## src/hdl/ats_pkg.sv

```systemverilog
// Shared types and constants of the volatility trailing stop.
`default_nettype none
package ats_pkg;

	localparam int PRICE_W = 32;
	localparam int STOP_W = 35;
	localparam int SUM_W = 40;
	localparam int DIST_W = 41;
	localparam int DIV_W = 52;
	localparam int DIV_STEPS = 4;
	localparam int DEN_W = 8;
	localparam int ADDR_W = 3;
	localparam int WINDOW_MAX_DEF = 128;
	localparam int LEN_DEFAULT = 100;
	localparam int FAC_DEFAULT = 30;
	localparam int EMA_DEN = 11;
	localparam int EMA_ROUND = 5;
	localparam int DIST_DEN = 10;
	localparam int DIST_ROUND = 1280;
	localparam logic REG_WINDOW = 1'b0;
	localparam logic REG_FACTOR = 1'b1;
	localparam logic signed [41:0] SAT_HI = 42'sd17179869183;
	localparam logic signed [41:0] SAT_LO = -42'sd17179869184;

	typedef struct packed {
		logic first_bar;
		logic [PRICE_W-1:0] close_price;
		logic [PRICE_W-1:0] high_price;
		logic [PRICE_W-1:0] low_price;
	} bar_t;

	typedef struct packed {
		logic signed [STOP_W-1:0] stop_level;
		logic stop_above_close;
	} stop_t;

	typedef struct packed {
		logic first;
		logic [PRICE_W-1:0] close;
		logic [PRICE_W-1:0] high;
		logic [PRICE_W-1:0] low;
		logic [PRICE_W-1:0] span;
	} entry_t;

	typedef struct packed {
		logic valid;
		entry_t entry;
	} queue_head_t;

	typedef struct packed {
		logic [1:0] count;
	} front_stat_t;

	typedef struct packed {
		logic start;
		logic [DIV_W-1:0] num;
		logic [DEN_W-1:0] den;
	} div_req_t;

	typedef struct packed {
		logic done;
		logic [DIV_W-1:0] quot;
	} div_rsp_t;

	typedef struct packed {
		logic pop;
		logic busy;
	} back_stat_t;

endpackage
`default_nettype wire

```

## src/hdl/ats_div.sv

```systemverilog
// Shared iterative divider, four quotient bits per cycle.
`default_nettype none
module ats_div (
	input wire logic clk,
	input wire logic arst_n,
	input ats_pkg::div_req_t req,
	output ats_pkg::div_rsp_t rsp
);
	localparam int ITER = ats_pkg::DIV_W / ats_pkg::DIV_STEPS;
	localparam int CNT_W = $clog2(ITER + 1);

	logic [ats_pkg::DIV_W-1:0] sh_q;
	logic [ats_pkg::DEN_W-1:0] rem_q;
	logic [ats_pkg::DEN_W-1:0] den_q;
	logic [CNT_W-1:0] cnt_q;
	logic done_q;
	logic [ats_pkg::DIV_W-1:0] sh_nx;
	logic [ats_pkg::DEN_W-1:0] rem_nx;

	always_comb begin
		logic [ats_pkg::DEN_W:0] r;
		sh_nx = sh_q;
		rem_nx = rem_q;
		for (int i = 0; i < ats_pkg::DIV_STEPS; i++) begin
			r = {rem_nx, sh_nx[ats_pkg::DIV_W-1]};
			sh_nx = {sh_nx[ats_pkg::DIV_W-2:0], 1'b0};
			if (r >= {1'b0, den_q}) begin
				r = r - {1'b0, den_q};
				sh_nx[0] = 1'b1;
			end
			rem_nx = r[ats_pkg::DEN_W-1:0];
		end
	end

	always_ff @(posedge clk or negedge arst_n) begin
		if (!arst_n) begin
			cnt_q <= '0;
			done_q <= 1'b0;
		end else begin
			done_q <= (cnt_q == CNT_W'(1));
			if (req.start) begin
				cnt_q <= CNT_W'(ITER);
			end else if (cnt_q != '0) begin
				cnt_q <= cnt_q - CNT_W'(1);
			end
		end
	end

	always_ff @(posedge clk) begin
		if (req.start) begin
			sh_q <= req.num;
			rem_q <= '0;
			den_q <= req.den;
		end else if (cnt_q != '0) begin
			sh_q <= sh_nx;
			rem_q <= rem_nx;
		end
	end

	assign rsp.done = done_q;
	assign rsp.quot = sh_q;
endmodule
`default_nettype wire

```

## config.mk

```make
export PLATFORM = sky130hd
export DESIGN_NAME = ats_div
export DESIGN_NICKNAME = d
export VERILOG_FILES = /design/src/hdl/ats_pkg.sv /design/src/hdl/ats_div.sv
export SDC_FILE = /design/constraint.sdc
export NUM_CORES = 1
export LEC_CHECK = 0
export ABC_AREA = 0
export BUFFER_PORTS_ARGS = -buffer_cell sky130_fd_sc_hd__buf_2
export CORE_MARGIN = 2
export CORE_UTILIZATION = 54
export CTS_CLUSTER_DIAMETER = 100
export DETAILED_ROUTE_END_ITERATION = 8
export PLACE_DENSITY = 0.9
export SLEW_MARGIN = 0
export SYNTH_ARGS = -nofsm -noshare
export SYNTH_HDL_FRONTEND = slang
export SYNTH_SLANG_ARGS = --single-unit
```

## constraint.sdc

```tcl
create_clock -name clk -period 10.4 [get_ports clk]
set_input_delay 1.04 -clock clk [delete_from_list [all_inputs] [get_ports clk]]
set_output_delay 1.04 -clock clk [all_outputs]
set_load 0.005 [all_outputs]
```

==> impl_metrics.json <==
{
  "status": "complete, no violations",
  "synthesis.nets": 506,
  "critical-path-max-stage-delay_ps": 530,
  "worst-endpoint-required_ps": 10690,
  "ant_nets": 0,
  "synth.cell_area_um2": 4740,
  "die_h_um": 97.7,
  "port_buffers": 115,
  "register_area_um2": 2090,
  "criticalPathCategory": "flip-flop to flip-flop",
  "setup_viol": 0,
  "post-synth-top-count-cell": "sky130_fd_sc_hd__mux2_2",
  "synth_fa_ha_area_share_pct": 10.9,
  "clk_pin_slew_ps": 80,
  "grt_usage_pct": 26.4,
  "ys_types": 61,
  "path_buf_inv": 3,
  "cp_max_fo": 12,
  "synth-async-reset-ratio_pct": 6.85,
  "largest_family_of_logic_cells_by_synthesized_area": "multiplexers",
  "grt_max_degree": 69,
  "maxClockFrequency_mhz": 115,
  "synth_sequential_area_ratio_pct": 44.1,
  "critical-path-top-delay-family": "compound AO/OA/AOI/OAI gates",
  "hold_path.class": "primary input to asynchronous set/reset pin",
  "yosysWarnings": 0,
  "first_iter_violations": 313,
  "share_of_post_route_cells_with_drive_strength_above_1_pct": 39.8,
  "antennaDiodeCount": 0,
  "detail_route.wl_per_cell_um": 19.6,
  "drc_violations": 0,
  "vias_per_cell": 5.97,
  "dpl-instance-area_um2": 5400,
  "ctsHoldBuffers": 0,
  "layout.filler_cells": 637,
  "num_vias": 3778,
  "cp_slowest_cell": "sky130_fd_sc_hd__or4b_1",
  "number_of_antenna_violations_at_the_first_check_in_global_routing": 0,
  "final_hold_viol_count": 0,
  "io_pins": 116,
  "finalClockSkew_ps": 15.6,
  "ys_dominant_reg_cell": "sky130_fd_sc_hd__edfxtp_1",
  "path_common_cell": "sky130_fd_sc_hd__o21ai_0",
  "die_area_um2": 9540,
  "initial_utilization_pct": 55.1,
  "tightest_slew_ps": 820,
  "total_wire_length_after_detailed_routing_mm": 12.4,
  "number_of_cts_inserted_buffers": 9,
  "clock_tree.htree_level_count": 3,
  "cts.path.max_buffers": 2,
  "critical_path.endpoint_type": "flip-flop",
  "first_pass_iters": 4,
  "synth_simple_gate_area_share_pct": 10.3,
  "post_synth_mux_area_share_pct": 17.4,
  "period_share_pct": 83.4,
  "grt_setup_unrepaired": "false",
  "grt_first_pass_wirelength_mm": 19.6,
  "setup-tns-final_ps": 0,
  "global_route.overflow_total": 0,
  "clk_latency_ps": 350,
  "die_w_um": 97.7,
  "synth_top_area_share_pct": 38.0,
  "final_nets": 622,
  "synth.area.top_cells": "sky130_fd_sc_hd__edfxtp_1, sky130_fd_sc_hd__mux2_2, sky130_fd_sc_hd__ha_1, sky130_fd_sc_hd__dfxtp_1, sky130_fd_sc_hd__xnor2_1",
  "floorplan.rows": 34,
  "clock-sinks": 73,
  "finalWeightedCongestion": 0.939,
  "final.min_clock_period_ps": 8670,
  "synth_seq_cells": 73,
  "root_buffer": "sky130_fd_sc_hd__clkbuf_8",
  "dp_hpwl_mm": 8.82,
  "yosys-top-cells-count": "sky130_fd_sc_hd__mux2_2, sky130_fd_sc_hd__edfxtp_1, sky130_fd_sc_hd__ha_1",
  "cts.repair.resized": 0,
  "synth_xor_area_share_pct": 3.51,
  "worst-r2r-cell-count": 33,
  "clock_tree_from_tritoncts": "yes",
  "flow.area_growth_from_synthesis_pct": 18.1,
  "slew_headroom_pct": 45.4,
  "post_synth_inst_count": 404,
  "maxSlewViolCount": 0,
  "std_cell_core_area_um2": 8590,
  "worstSetupPathDepth": 33,
  "compound_cell_area_share_of_the_yosys_netlist_pct": 10.2,
  "synth_edf_count": 60,
  "crit_path_start_kind": "flip-flop",
  "first_global_vias": 3814,
  "synth_top_cell_by_area": "sky130_fd_sc_hd__edfxtp_1",
  "max_cap_viol_count": 0,
  "whs_ps": 484,
  "postLayoutCellArea_um2": 5590,
  "worst_ep_arrival_time_ps": 8960,
  "cts_post_setup_buffers_inserted": 0,
  "synth.avg_cell_area_um2": 11.7,
  "footprint_of_the_multi_input_gates_um2": 2480,
  "finalCoreUtilization_pct": 65.1
}
==> final timing paths <==
path / to / slack (ps) / start
worst max-delay path: rem_q[2] / 1730 / den_q[1]
worst min-delay path: cnt_q[3] / 480 / arst_n
worst max register to register: rem_q[2] / 1730 / den_q[1]
worst min register to register: cnt_q[3] / 540 / cnt_q[3]
max in group asynchronous: cnt_q[2] / 9780 / arst_n
min in group clk: cnt_q[3] / 540 / cnt_q[3]
==> routing by layer <==
metal / vias to the layer above / track usage (%) / part of all wire (%)
li1: 1743 / - / -
met1: 1824 / 31.6 / 39
met2: 175 / 46.2 / 51
met3: 36 / 5.32 / 7.3
met4: 0 / 10.9 / 2.9
met5: - / 0 / 0
==> cell type report <==
cell class	instances	share of cell area, %
clock buffer	10	2.28
clock inverter	6	1.16
inverter	28	1.88
multi-input combinational	291	44.4
sequential	73	37.3
tap	108	2.42
timing repair buffer	117	10.6
==> worst reg2reg max path, delay by kind of cell (launching register included) <==
kind,cells,cell delay (ps)
DFF,1,470
muxes,2,820
buffers and inverters,3,430
adders and majority gates,4,1130
and+or+nand+nor,9,2080
AOI/OAI and AO/OA,15,3700
==> logic make-up (layout without fill, tap and decap cells) <==
family / Yosys count / in the layout
and+or+nand+nor: 92 / 92
DFF: 73 / 73
muxes: 74 / 74
AOI/OAI and AO/OA: 67 / 67
adders and majority gates: 39 / 39
buffers and inverters: 40 / 161
xor gates and xnor gates: 19 / 19
==> state kept, by name, indices dropped and copies added, names as in the netlist <==
| name | flops |
|---|---|
| sh_q | 52 |
| den_q | 8 |
| rem_q | 8 |
| cnt_q | 4 |
| done_q | 1 |
==> cell usage in the layout, fill, tap and decap left out, types with 3 or more instances in the layout <==
cell type	n
sky130_fd_sc_hd__a211oi_1	9
sky130_fd_sc_hd__a21boi_0	3
sky130_fd_sc_hd__a21o_1	4
sky130_fd_sc_hd__a21oi_1	13
sky130_fd_sc_hd__and2_1	5
sky130_fd_sc_hd__and3_1	4
sky130_fd_sc_hd__buf_2	115
sky130_fd_sc_hd__clkbuf_8	9
sky130_fd_sc_hd__dfrtp_1	5
sky130_fd_sc_hd__dfxtp_1	8
sky130_fd_sc_hd__edfxtp_1	60
sky130_fd_sc_hd__fa_1	4
sky130_fd_sc_hd__ha_1	35
sky130_fd_sc_hd__inv_1	28
sky130_fd_sc_hd__mux2_2	65
sky130_fd_sc_hd__mux2i_1	8
sky130_fd_sc_hd__nand2_1	18
sky130_fd_sc_hd__nand2b_1	3
sky130_fd_sc_hd__nand3_1	5
sky130_fd_sc_hd__nor2_1	26
sky130_fd_sc_hd__nor2b_1	7
sky130_fd_sc_hd__nor3_1	7
sky130_fd_sc_hd__o21a_1	3
sky130_fd_sc_hd__o21ai_0	11
sky130_fd_sc_hd__or4b_1	3
sky130_fd_sc_hd__xnor2_1	17
==> stage by stage <==
step | cells | setup WS [ps]
3_5_place_dp | 617 | 2010
2_1_floorplan | 404 | 3200
5_1_grt | 633 | 1050
6_report | 633 | 1730
4_1_cts | 633 | 1860
3_3_place_gp | 617 | 2400
Power is not shown: default switching activity piles up to over one toggle a cycle in this logic, so the estimate is an artifact.
